### src/hw/rtl/wsfu_pkg.sv
package wsfu_pkg;

  localparam int unsigned ByteW = 8;
  localparam int unsigned KindW = 2;
  localparam int unsigned SkipW = 4;
  localparam int unsigned KeyW  = 32;
  localparam int unsigned KeyIdxW = 2;

  localparam logic [6:0] LEN_EXT16 = 7'd126;
  localparam logic [6:0] LEN_EXT64 = 7'd127;
  localparam logic [SkipW-1:0] SKIP_EXT16 = 4'd2;
  localparam logic [SkipW-1:0] SKIP_EXT64 = 4'd8;
  localparam logic [SkipW-1:0] SKIP_KEY   = 4'd4;

  localparam logic [3:0] OP_TEXT  = 4'd1;
  localparam logic [3:0] OP_CLOSE = 4'd8;
  localparam logic [3:0] OP_PING  = 4'd9;
  localparam logic [3:0] OP_PONG  = 4'd10;

  localparam logic [KindW-1:0] KIND_TEXT  = 2'd0;
  localparam logic [KindW-1:0] KIND_CLOSE = 2'd1;
  localparam logic [KindW-1:0] KIND_PING  = 2'd2;
  localparam logic [KindW-1:0] KIND_ERROR = 2'd3;

  typedef enum logic [5:0] {
    PH_OPCODE  = 6'b000001,
    PH_LENGTH  = 6'b000010,
    PH_EXT     = 6'b000100,
    PH_KEY     = 6'b001000,
    PH_PAYLOAD = 6'b010000,
    PH_DROP    = 6'b100000
  } phase_t;

  typedef struct packed {
    logic [ByteW-1:0] payload_byte;
    logic             payload_valid;
    logic [KindW-1:0] frame_kind;
    logic             frame_end;
  } result_t;

endpackage

### src/hw/rtl/wsfu_in_stage.sv
module wsfu_in_stage (
  input  logic                      clk,
  input  logic                      rst,
  input  logic                      byte_valid,
  output logic                      byte_stall,
  input  logic [wsfu_pkg::ByteW-1:0] rx_byte,
  input  logic                      buffer_end,
  input  logic                      downstream_free,
  output logic                      held_valid,
  output logic [wsfu_pkg::ByteW-1:0] held_byte,
  output logic                      held_end
);
  import wsfu_pkg::*;

  logic load;

  assign byte_stall = held_valid && !downstream_free;
  assign load = !held_valid || downstream_free;

  always_ff @(posedge clk) begin
    if (rst) begin
      held_valid <= 1'b0;
    end else if (load) begin
      held_valid <= byte_valid;
    end
  end

  always_ff @(posedge clk) begin
    if (load && byte_valid) begin
      held_byte <= rx_byte;
      held_end  <= buffer_end;
    end
  end

endmodule

### src/hw/rtl/wsfu_parser.sv
module wsfu_parser (
  input  logic                      clk,
  input  logic                      rst,
  input  logic                      step,
  input  logic [wsfu_pkg::ByteW-1:0] rx_byte,
  input  logic                      buffer_end,
  output logic                      emit,
  output wsfu_pkg::result_t         res
);
  import wsfu_pkg::*;

  phase_t             parse_phase, parse_phase_next;
  logic [SkipW-1:0]   skip_count, skip_count_next;
  logic               mask_enabled, mask_enabled_next;
  logic [KeyW-1:0]    mask_key, mask_key_next;
  logic [KeyIdxW-1:0] key_index, key_index_next;
  logic [KindW-1:0]   current_kind, current_kind_next;

  logic [SkipW-1:0]   skip_dec;
  logic [KeyIdxW-1:0] key_pos;
  logic [ByteW-1:0]   key_byte;
  logic [6:0]         len_code;
  logic [3:0]         opcode;
  logic               header_done;

  assign skip_dec = skip_count - 4'd1;
  assign key_pos  = KeyIdxW'(3'd4 - 3'(skip_count));
  assign key_byte = mask_enabled ? mask_key[key_index*ByteW +: ByteW] : '0;
  assign len_code = rx_byte[6:0];
  assign opcode   = rx_byte[3:0];

  always_comb begin
    parse_phase_next  = parse_phase;
    skip_count_next   = skip_count;
    mask_enabled_next = mask_enabled;
    mask_key_next     = mask_key;
    key_index_next    = key_index;
    current_kind_next = current_kind;
    emit              = 1'b0;
    res               = '0;
    header_done       = 1'b1;

    case (parse_phase)
      PH_DROP: begin
        header_done = 1'b0;
        if (buffer_end) begin
          parse_phase_next = PH_OPCODE;
        end
      end
      PH_PAYLOAD: begin
        header_done       = 1'b0;
        emit              = 1'b1;
        res.payload_byte  = rx_byte ^ key_byte;
        res.payload_valid = 1'b1;
        res.frame_kind    = current_kind;
        res.frame_end     = buffer_end;
        key_index_next    = key_index + 2'd1;
        if (buffer_end) begin
          parse_phase_next = PH_OPCODE;
        end
      end
      PH_LENGTH: begin
        mask_enabled_next = rx_byte[7];
        mask_key_next     = '0;
        key_index_next    = '0;
        if (len_code == LEN_EXT16) begin
          skip_count_next  = SKIP_EXT16;
          parse_phase_next = PH_EXT;
        end else if (len_code == LEN_EXT64) begin
          skip_count_next  = SKIP_EXT64;
          parse_phase_next = PH_EXT;
        end else if (rx_byte[7]) begin
          skip_count_next  = SKIP_KEY;
          parse_phase_next = PH_KEY;
        end else begin
          skip_count_next  = '0;
          parse_phase_next = PH_PAYLOAD;
        end
      end
      PH_EXT: begin
        skip_count_next = skip_dec;
        if (skip_dec == '0) begin
          if (mask_enabled) begin
            skip_count_next  = SKIP_KEY;
            parse_phase_next = PH_KEY;
          end else begin
            key_index_next   = '0;
            parse_phase_next = PH_PAYLOAD;
          end
        end
      end
      PH_KEY: begin
        mask_key_next = mask_key | (KeyW'(rx_byte) << (key_pos * ByteW));
        skip_count_next = skip_dec;
        if (skip_dec == '0) begin
          key_index_next   = '0;
          parse_phase_next = PH_PAYLOAD;
        end
      end
      default: begin
        parse_phase_next = PH_LENGTH;
        if (opcode == OP_TEXT) begin
          current_kind_next = KIND_TEXT;
        end else if (opcode == OP_CLOSE || opcode == OP_PONG) begin
          current_kind_next = KIND_CLOSE;
        end else if (opcode == OP_PING) begin
          current_kind_next = KIND_PING;
        end else begin
          header_done       = 1'b0;
          current_kind_next = KIND_ERROR;
          emit              = 1'b1;
          res.frame_kind    = KIND_ERROR;
          res.frame_end     = 1'b1;
          parse_phase_next  = buffer_end ? PH_OPCODE : PH_DROP;
        end
      end
    endcase

    // buffer ran out inside the header: end marker only
    if (header_done && buffer_end) begin
      emit             = 1'b1;
      res.frame_kind   = current_kind_next;
      res.frame_end    = 1'b1;
      parse_phase_next = PH_OPCODE;
      skip_count_next  = '0;
    end
  end

  always_ff @(posedge clk) begin
    if (rst) begin
      parse_phase  <= PH_OPCODE;
      skip_count   <= '0;
      mask_enabled <= 1'b0;
      mask_key     <= '0;
      key_index    <= '0;
      current_kind <= KIND_TEXT;
    end else if (step) begin
      parse_phase  <= parse_phase_next;
      skip_count   <= skip_count_next;
      mask_enabled <= mask_enabled_next;
      mask_key     <= mask_key_next;
      key_index    <= key_index_next;
      current_kind <= current_kind_next;
    end
  end

  a_payload_not_error: assert property (@(posedge clk) disable iff (rst)
    (step && emit && res.payload_valid) |-> (res.frame_kind != KIND_ERROR))
    else $error("payload transfer tagged as error frame");

  a_marker_ends_frame: assert property (@(posedge clk) disable iff (rst)
    (step && emit && !res.payload_valid) |-> res.frame_end)
    else $error("data-less result without frame end");

  a_last_key_to_payload: assert property (@(posedge clk) disable iff (rst)
    (step && parse_phase == PH_KEY && skip_count == 4'd1)
      |=> (parse_phase == PH_PAYLOAD || parse_phase == PH_OPCODE))
    else $error("last key byte did not open the payload");

  a_skip_bound: assert property (@(posedge clk) disable iff (rst)
    skip_count <= SKIP_EXT64)
    else $error("skip count out of range");

endmodule

### src/hw/rtl/wsfu_out_stage.sv
module wsfu_out_stage (
  input  logic              clk,
  input  logic              rst,
  input  logic              step,
  input  logic              emit,
  input  wsfu_pkg::result_t res,
  output logic              free,
  output logic              result_valid,
  input  logic              result_stall,
  output wsfu_pkg::result_t result
);
  import wsfu_pkg::*;

  assign free = !result_valid || !result_stall;

  always_ff @(posedge clk) begin
    if (rst) begin
      result_valid <= 1'b0;
    end else if (free) begin
      result_valid <= step && emit;
    end
  end

  always_ff @(posedge clk) begin
    if (free && step && emit) begin
      result <= res;
    end
  end

  a_empty_byte_zero: assert property (@(posedge clk) disable iff (rst)
    (result_valid && !result.payload_valid) |-> (result.payload_byte == '0))
    else $error("data-less result carries a nonzero byte");

endmodule

### src/hw/rtl/websocket_frame_unmasker_top.sv
// websocket frame unmasker
// input channel: one byte of a received frame per transfer (rx_byte), with
// buffer_end set on the final byte of the frame buffer; byte_valid/byte_stall
// output channel: at most one result per input byte (payload_byte,
// payload_valid, frame_kind, frame_end); result_valid/result_stall
// header bytes (opcode, length, extension, key) give no result unless the
// buffer ends on them, then a data-less end marker is sent
// an unsupported opcode gives one error result and the rest of the frame
// up to buffer_end is dropped
// a byte passes the input register, then parse logic into the result
// register
// throughput: one byte per cycle unless stalled; one parse step per byte
// reset (rst, synchronous) empties both registers and returns the parser
// to the opcode byte with an all-zero mask key
// while result_stall holds a pending result, byte_stall rises once the
// input register is also full; nothing is lost or repeated
module websocket_frame_unmasker_top (
  input  logic                      clk,
  input  logic                      rst,
  input  logic                      byte_valid,
  output logic                      byte_stall,
  input  logic [wsfu_pkg::ByteW-1:0] rx_byte,
  input  logic                      buffer_end,
  output logic                      result_valid,
  input  logic                      result_stall,
  output logic [wsfu_pkg::ByteW-1:0] payload_byte,
  output logic                      payload_valid,
  output logic [wsfu_pkg::KindW-1:0] frame_kind,
  output logic                      frame_end
);
  import wsfu_pkg::*;

  logic             free;
  logic             held_valid;
  logic [ByteW-1:0] held_byte;
  logic             held_end;
  logic             step;
  logic             emit;
  result_t          res;
  result_t          result;

  assign step = held_valid && free;

  wsfu_in_stage u_in (
    .clk             (clk),
    .rst             (rst),
    .byte_valid      (byte_valid),
    .byte_stall      (byte_stall),
    .rx_byte         (rx_byte),
    .buffer_end      (buffer_end),
    .downstream_free (free),
    .held_valid      (held_valid),
    .held_byte       (held_byte),
    .held_end        (held_end)
  );

  wsfu_parser u_parser (
    .clk        (clk),
    .rst        (rst),
    .step       (step),
    .rx_byte    (held_byte),
    .buffer_end (held_end),
    .emit       (emit),
    .res        (res)
  );

  wsfu_out_stage u_out (
    .clk          (clk),
    .rst          (rst),
    .step         (step),
    .emit         (emit),
    .res          (res),
    .free         (free),
    .result_valid (result_valid),
    .result_stall (result_stall),
    .result       (result)
  );

  assign payload_byte  = result.payload_byte;
  assign payload_valid = result.payload_valid;
  assign frame_kind    = result.frame_kind;
  assign frame_end     = result.frame_end;

endmodule
### config.mk
export PLATFORM = sky130hd
export DESIGN_NAME = websocket_frame_unmasker_top
export DESIGN_NICKNAME = d
export VERILOG_FILES = /design/src/hw/rtl/wsfu_pkg.sv /design/src/hw/rtl/wsfu_in_stage.sv /design/src/hw/rtl/wsfu_parser.sv /design/src/hw/rtl/wsfu_out_stage.sv /design/src/hw/rtl/websocket_frame_unmasker_top.sv
export SDC_FILE = /design/constraint.sdc
export NUM_CORES = 1
export LEC_CHECK = 0
export BUFFER_PORTS_ARGS = -buffer_cell sky130_fd_sc_hd__buf_2
export CAP_MARGIN = 0
export CORE_MARGIN = 2
export CORE_UTILIZATION = 60
export DETAILED_ROUTE_END_ITERATION = 7
export GPL_TIMING_DRIVEN = 0
export PLACE_DENSITY = 0.8
export SKIP_LAST_GASP = 1
export SLEW_MARGIN = 10
export SYNTH_ARGS = -nofsm -noshare
export SYNTH_HDL_FRONTEND = slang
export SYNTH_SLANG_ARGS = --single-unit
### constraint.sdc
create_clock -name clk -period 5.4 [get_ports clk]
set_clock_uncertainty 0.1 [all_clocks]
set_input_delay 0.27 -clock clk [delete_from_list [all_inputs] [get_ports clk]]
set_output_delay 0.27 -clock clk [all_outputs]
set_load 0.02 [all_outputs]
==> Word level (Yosys, flattened, before mapping) <==
Index checks and enable logic that the tools add are counted.
{ "totals": {"reg_bits": 70, "inputBits": 13, "out_inout_bits": 14, "word_cells": 110} }
{ "op_classes": {"addsub": 3, "eq_ne": 17, "n_shift": 2, "mux": 45, "bitwise": 2, "reduce_logical": 27} }
{ "op_table": {"columns": ["op", "n"], "rows": [
  ["$pmux 32 s2", 1],
  ["$mux 6", 10],
  ["$or 32x32->32", 1],
  ["$shiftx 32x6->8", 1],
  ["$shl 8x5->32", 1],
  ["$pmux 6 s4", 1],
  ["$mux 4", 5],
  ["$mux 3", 5],
  ["$eq 7x7->1 const B", 2],
  ["$eq 4x4->1 const B", 3],
  ["$mux 2", 6],
  ["$pmux 4 s3", 1],
  ["$mux 5", 2],
  ["$mux 1", 9],
  ["$ne 3x1->1 const B", 3],
  ["$mux 8", 1],
  ["$pmux 2 s4", 1],
  ["$reduce_bool 4->1", 2],
  ["$xor 8x8->8", 1],
  ["$logic_and 1x1->1", 7],
  ["$eq 6x2->1 const B", 1],
  ["$eq 6x3->1 const B", 1],
  ["$eq 6x4->1 const B", 1],
  ["$eq 6x5->1 const B", 1],
  ["20 further kinds", 29]
]} }

==> Logic depth before layout (Yosys ltp) <==
Gate-level depths: netlist (run 1).
{ "depth": {"ltp_word": 8, "ltp_mapped": 8, "depth_no_buf": 7} }

==> Modules after synthesis <==
From an unflattened synthesis (run 1), not the netlist that was laid out.
{ "hier_totals": {"cells_unflattened": 332, "hier_area_um2": 3269.4} }
{ "modules_own_cells": {"columns": ["mod", "instances", "cells_each", "area_each_um2", "seq_area_each_um2"], "rows": [
  ["wsfu_parser", 1, 301, 2538.7, 940.9],
  ["wsfu_out_stage", 1, 17, 404.1, 380.4],
  ["wsfu_in_stage", 1, 13, 320.3, 290.3],
  ["websocket_frame_unmasker_top", 1, 1, 6.3, 0.0]
]} }

==> Worst setup path before layout (run 1) <==
No wires, ideal clock.
{ "synth_path": {"path_type": "reg2reg", "startpoint": "register u_parser.parse_phase[2]", "endpoint": "register, netlist name u_out.result[0]", "setup_ps": 388, "arrival_ps": 1947, "t_required_ps": 4912, "slack_ps": 2965, "path_stages_with_launch": 7, "path_buffers": 1, "synth_period_minus_slack_ps": 2435, "path_cell_list": "dfxtp_1 buf_6 xor2_4 o211a_2 nor2_1 nand2_1 a31oi_1"} }
{ "synth_between": {"elab_chain_len": 6, "word_cells_on_any_way": 13, "cone_classes": "eq/ne (5); mux (3); reduce/logical (5)"} }
{ "synth_rtl": {"columns": ["element", "line", "source"], "rows": [
  ["start: declaration", "wsfu_parser.sv:12", "phase_t parse_phase, parse_phase_next;"],
  ["start signal: assignment", "wsfu_parser.sv:138", "parse_phase <= parse_phase_next;"],
  ["$eq 6x2->1, or another cell as far along", "wsfu_parser.sv:43", "case (parse_phase)"],
  ["$reduce_or 3->1 (no source line) / $reduce_or 2->1 (equally long branches)", null, null],
  ["$pmux 1 s2", "wsfu_parser.sv:43", null],
  ["$logic_and 1x1->1", "wsfu_parser.sv:120", "if (header_done && buffer_end) begin"],
  ["$mux 1 *", "wsfu_parser.sv:120", null],
  ["$logic_and 1x1->1 *", "wsfu_out_stage.sv:25", "if (free && step && emit) begin"]
]} }
Mark *: on every way between the ends. The rest lies on a longest branch, timed or not.
A chain may end at the register's enable or synchronous reset.

==> Worst setup path after layout (run 1) <==
{ "layout_path": {"startpoint": "register u_parser.parse_phase[3]", "endpoint": "register, netlist name u_out.result[3]"} }
{ "layout_between": {"elab_chain_len": 6, "word_cells_on_any_way": 13, "cone_classes": "eq/ne (5); mux (3); reduce/logical (5)"} }
{ "layout_rtl": {"columns": ["element", "line"], "rows": [
  ["$eq 6x2->1, or another cell as far along", "wsfu_parser.sv:43"],
  ["$reduce_or 3->1 (no source line) / $reduce_or 2->1 (equally long branches)", null],
  ["$pmux 1 s2", "wsfu_parser.sv:43"],
  ["$logic_and 1x1->1", "wsfu_parser.sv:120"],
  ["$mux 1 *", "wsfu_parser.sv:120"],
  ["$logic_and 1x1->1 *", "wsfu_out_stage.sv:25"]
]} }
Marked as above.

==> results of run 1 <==
-- metal layers --
metal | global-route usage [%] | routed length [um]
met1 | 33.1 | 3110
met2 | 43.0 | 3600
met3 | 7.56 | 558
met4 | 8.75 | 110
met5 | 0 | 0
-- cell families after synthesis --
family	count (synthesis)	share of synthesized area, %
DFF	70	49.7
and+or+nand+nor	124	18.7
muxes	10	6.18
AOI/OAI and AO/OA	86	16.7
buffers and inverters	26	3.63
xor gates and xnor gates	13	4.32
adders and majority gates	2	0.772
-- worst paths after layout --
check                                        startpoint                   end  slack (ns)  cells after the start
worst max-delay path            u_parser.parse_phase[3]       u_out.result[3]        2.66                      6
worst min-delay path                         byte_valid       u_in.held_valid        0.04                      2
worst max register to register  u_parser.parse_phase[3]       u_out.result[3]        2.66                      6
worst min register to register     u_parser.mask_key[5]  u_parser.mask_key[5]        0.37                      2
-- final cells by class --
type / instances / share of cell area [%]
clock buffers: 14 / 5.73
clock inverters: 2 / 0.397
inverters: 9 / 0.894
repair buffers: 35 / 5.83
plain buffers: 17 / 2.22
flip-flops and latches: 70 / 42.6
multi-input cells: 235 / 40.0
well taps: 70 / 2.32
-- placed cells by master (no fill, tap or decap), types with 3 or more instances in the layout --
cell type	Yosys	layout
or4_1	3	3
dfxtp_1	49	49
nor3_1	5	5
nor3_2	5	5
o21ai_0	8	8
inv_1	8	8
nand3_1	4	4
xor2_1	9	9
clkbuf_1	8	9
buf_2	6	32
nor2_1	53	53
o31ai_1	4	4
a21oi_1	48	48
mux4_2	8	8
dlygate4sd3_1	0	9
nand2_1	28	28
edfxtp_1	21	21
nand2b_1	5	5
clkbuf_8	0	10
nand4_1	4	4
clkbuf_16	0	3
-- metrics by stage --
step	hold WS, ns	util [%]	instance area [um2]	instances	worst slack (ns)
floorplan	0.242	-	3240	331	2.96
global placement	0.343	66.9	3460	427	2.70
detailed placement	0.348	66.9	3460	427	2.66
CTS	0.0391	73.1	3780	452	2.65
global route	0.0558	73.1	3780	452	2.41
finish	0.0362	73.1	3780	452	2.66
-- cells in the mapped netlist, types with 2 or more instances --
cell,n
nor2_1,53
dfxtp_1,49
a21oi_1,48
nand2_1,28
edfxtp_1,21
xor2_1,9
clkbuf_1,8
inv_1,8
mux4_2,8
o21ai_0,8
buf_2,6
nand2b_1,5
nor3_1,5
nor3_2,5
nand3_1,4
nand4_1,4
o31ai_1,4
or4_1,3
a211o_1,2
a21o_1,2
a311oi_1,2
and3_1,2
ha_1,2
mux2i_1,2
nand4b_1,2
nor2b_1,2
nor3b_1,2
nor4_1,2
o2111ai_1,2
o211ai_1,2
o21ai_2,2
or3_1,2
xnor2_1,2
-- power breakdown --
part	internal [mW]	switching [mW]
combinational	0.0247	0.0438
sequential	0.552	0.00880
clock	0.265	0.206
-- sequential cells by signal (all words and copies together) (netlist names) --
name	flops
u_parser.mask_key	32
u_out.result	12
u_in.held_byte	8
u_parser.parse_phase	6
u_parser.skip_count	4
u_parser.current_kind	2
u_parser.key_index	2
u_in.held_end	1
u_in.held_valid	1
u_out.result_valid	1
u_parser.mask_enabled	1
==> key figures, run 1 <==
Floorplanning
  – # rows: 26
  – Die span in x: 77.5 um
  – Starting Density: 62.7%
  – Boundary Pins: 27
  – Die Area: 6000 um2
  – Die Span Y: 77.5 um
  – CORE AREA: 5170 um2

Setup path
  – Delay-heaviest family, CP: compound AO/OA/AOI/OAI gates
  – Req. time, crit path: 5.27 ns
  – Worst setup SP type: register
  – Worst path max stage delay: 0.91 ns
  – Setup CP Type: register to register
  – Worst-path cell chain: buf_4 > xor2_4 > o211a_2 > nor2_1 > nand2_1 > a31oi_1
  – CP max stage cell: a31oi_1
  – CP endpoint kind: register
  – Crit Path Max Fanout: 12
  – CP arrival: 2.61 ns
  – Buf/Inv on CP: 1

STA
  – Sum Neg Setup Slack: 0 ns
  – Min Tclk post-route: 2.74 ns
  – Worst slew pin tran: 1.13 ns
  – Final Hold Fails: 0
  – Fin crit share: 50.8%
  – Pins over their slew limit: 0
  – Final setup violation count: 0
  – Slew headroom: 24.2%
  – Max frequency: 365 MHz
  – RSZ-0062 raised after global routing: false

Routing
  – Routed wire per std cell: 16.3 um
  – Detailed Route Iter0 Violations: 250
  – Drt drc: 0
  – Via density: 5.85
  – Vias: 2644
  – ANT nets after route: 0
  – Detailed Route WL: 7.38 mm
  – Pre-Repair DR Iteration Count: 5

Global routing
  – Vias in the first global route: 2539
  – GRT overflow: 0
  – First-pass GRT wire length: 11.9 mm
  – Largest net degree at the start of global routing: 13
  – Antenna violations before repair: 0
  – Aggregate global-route resource usage: 26.1%

CTS
  – PostCTS Resize Cnt: 0
  – Clock-pin slew on the worst setup and hold paths: 0.07 ns
  – Longest Clk Path Bufs: 2
  – CTS buffer count: 9
  – CTS Root Cell: clkbuf_8
  – H-Tree Depth: 3
  – CTS sink cnt: 70
  – CTS hold repair buffers: 9
  – Skew-Pair Late Insertion Delay: 0.36 ns
  – Post-CTS setup buffer count: 0
  – CTS tree: built

Cells and area
  – Layout Area Growth over Synthesis: 16.6%
  – Layout cell share with drive strength beyond 1: 18.8%
  – Diodes inserted: 0
  – Fillers: 389
  – Final net count: 392
  – Area taken by multi-input logic gates: 1510 um2
  – Sequential cell area: 1610 um2

Logic synthesis
  – Post-Syn Nets: 346
  – Ys flop type: dfxtp_1
  – Top cell type's share of synthesized area: 30.3%
  – Count of cell types in the netlist: 58
  – FF+latch count, synth: 70
  – Post-synthesis sequential area ratio: 49.7%
  – Mapped Cells: 331
  – Mean Syn Cell Area: 9.79 um2
  – Synthesized area: 3240 um2
  – Post-synth top area cell: dfxtp_1
  – Ys Warns: 0
  – Async S/R FF share, synth: 0%
  – Synth area leaders: dfxtp_1 (30%), edfxtp_1 (19%), a21oi_1 (7.4%)
  – Post-synth EDFFs: 21

Flow run
  – Max Cap Viol: 0

Placed design
  – Port Buffer Count: 26
  – Routability cong.: 0.902
  – Final HPWL DP: 4.93 mm

Power
  – Pwr/cell area: 291 nW/um2
  – Pleak: 1.38 nW
  – Peak supply drop: 0.000215 V
  – Final Power: 1.10 mW

Run status
  – Outcome: finished clean

Min path
  – Hold Path Class: primary input to register
No activity file was read; power rests on OpenSTA's default activity.
==> run 2, diff against run 1 <==
CORE_UTILIZATION = 59   (was 60)
PLACE_DENSITY = 0.79   (was 0.8)
clock period = 2.6 ns   (was 5.4 ns; I/O delays follow)
==> run 2 against run 1 <==
Net effect:
- hold slack better by 0.34 ns
- global-route usage fell by 0.83 points
- wire length down 2.9%
- die area is 1.6% higher
- setup slack got worse by 2.5 ns
- sequential cell count is the same
- critical path depth grew 1
- sequential power rose by 110%
- power grew 87%
- critical endpoint is now u_parser.mask_key[31]
==> key figures, run 2 (synthesized netlist as in run 1, its figures left out) <==
Run status
  – Outcome: finished clean

Setup path
  – Critical Path End: u_parser.mask_key[31]
  – Worst setup SP type: primary input
  – Worst setup startpoint: result_stall
  – Reg2reg path depth: 6
  – Req. time, crit path: 2.78 ns
  – Setup CP Type: primary input to register
  – Worst r2r src: u_parser.parse_phase[3]
  – CP endpoint kind: register
  – CP arrival: 2.60 ns
  – Crit Path Max Fanout: 8
  – Worst reg2reg setup slack: 0.18 ns
  – FF-to-FF End: u_out.result[8]

Cells and area
  – Max reg flops: 32
  – Post-route insts no fill: 455
  – Final net count: 395
  – Layout cell share with drive strength beyond 1: 18.4%
  – Most common cell after layout, fill and taps aside: nor2_1
  – Largest regs: u_parser.mask_key (32), u_out.result (12), u_in.held_byte (8)
  – Layout Area Growth over Synthesis: 15.5%
  – Most frequent cells in the layout: nor2_1 (53), dfxtp_1 (49), a21oi_1 (48), buf_2 (32), nand2_1 (28)
  – Biggest register: u_parser.mask_key
  – Diodes inserted: 0
  – Area taken by multi-input logic gates: 1520 um2
  – Fillers: 401
  – Final core occ: 71.9%
  – Sequential cell area: 1610 um2

Placed design
  – Routability cong.: 0.867
  – Port Buffer Count: 26
  – Final HPWL DP: 4.87 mm
  – Dpl cells: 427

Routing
  – Detailed Route WL: 7.17 mm
  – Vias: 2644
  – Routed wire per std cell: 15.7 um
  – Via density: 5.81
  – Detailed Route Iter0 Violations: 217
  – Drt drc: 0
  – Pre-Repair DR Iteration Count: 5
  – ANT nets after route: 0

CTS
  – CTS Root Cell: clkbuf_8
  – Skew-Pair Late Insertion Delay: 0.34 ns
  – CTS sink cnt: 70
  – Clock-pin slew on the worst setup and hold paths: 0.07 ns
  – H-Tree Depth: 3
  – Longest Clk Path Bufs: 2
  – Post-CTS setup buffer count: 0
  – CTS tree: built
  – CTS buffer count: 9

STA
  – Max frequency: 412 MHz
  – Final Hold Fails: 0
  – RSZ-0062 raised after global routing: false
  – Worst slew pin tran: 1.08 ns
  – Min Tclk post-route: 2.43 ns
  – Slew headroom: 27.6%
  – Final setup violation count: 0
  – Fin crit share: 93.4%
  – Pins over their slew limit: 0

Global routing
  – GRT overflow: 0
  – First-pass GRT wire length: 11.7 mm
  – Aggregate global-route resource usage: 25.3%
  – Antenna violations before repair: 0
  – Vias in the first global route: 2439
  – Largest net degree at the start of global routing: 13

Power
  – Pwr/cell area: 548 nW/um2
  – Peak supply drop: 0.000375 V
  – Pleak: 1.36 nW

Floorplanning
  – Die Area: 6100 um2
  – Die Span Y: 78.1 um
  – Die span in x: 78.1 um
  – Boundary Pins: 27
  – # rows: 26
  – Starting Density: 62.3%
  – CORE AREA: 5200 um2

Flow run
  – Max Cap Viol: 0

Min path
  – Hold Path Class: register to register
run 2: layout make-up:
class / count / area share (%)
Tap cell: 70 / 2.34
Timing Repair Buffer: 38 / 6.68
Buffer: 17 / 2.24
Multi-Input combinational cell: 235 / 40.5
Inverter: 9 / 0.902
Sequential cell: 70 / 43.0
Clock inverter: 4 / 0.635
Clock buffer: 12 / 3.61
run 2: metal layers:
layer / GRT usage [%] / up-vias / part of all wire (%)
met4: 13.3 / 0 / 2.6
met5: 0 / - / 0
met3: 4.60 / 17 / 7.1
met2: 39.7 / 111 / 46
met1: 33.5 / 1220 / 44
li1: - / 1296 / -
run 2: worst min-delay path by stage:
stage                               start                  endpoint  slack [ns]  cells after the start
floorplan                             rst  u_parser.current_kind[0]        0.10                      1
global placement               rx_byte[6]         u_in.held_byte[6]        0.21                      1
detailed placement             rx_byte[3]         u_in.held_byte[3]        0.21                      1
CTS                 u_parser.mask_key[29]     u_parser.mask_key[29]        0.37                      2
global route                   rx_byte[6]         u_in.held_byte[6]        0.39                      2
finish              u_parser.mask_key[25]     u_parser.mask_key[25]        0.37                      2
run 2: stage by stage:
step                setup slack, ns  power, mW  instance area, um2  TNS [ns]  hold WS, ns
floorplan                     0.165       1.27                3240         0        0.102
global placement            -0.0809       1.32                3460    -0.967        0.207
detailed placement           -0.129       1.32                3460     -1.55        0.208
CTS                           0.191       2.06                3740         0        0.368
global route                 0.0130       2.12                3740         0        0.386
finish                        0.173       2.05                3740         0        0.373
run 2: repair_timing:
item                                    4_1_cts  5_1_grt
endpoints found under the hold margin        12        0
resized for setup                             1        0
endpoints found under the setup margin       12        0
hold buffers                                 12        0
run 2: critical path: stages:
cell,delay [ns]
dlygate4sd3_1,0.53
buf_2,0.13
a21boi_1,0.54
nand4b_1,0.40
nor3_2,0.59
a21oi_1,0.16
nor2_1,0.12
run 2: where the power goes:
group	internal (mW)	switching, mW	leakage [nW]
clock	0.344	0.396	0.0807
combinational	0.0547	0.0921	0.678
sequential	1.15	0.0180	0.598
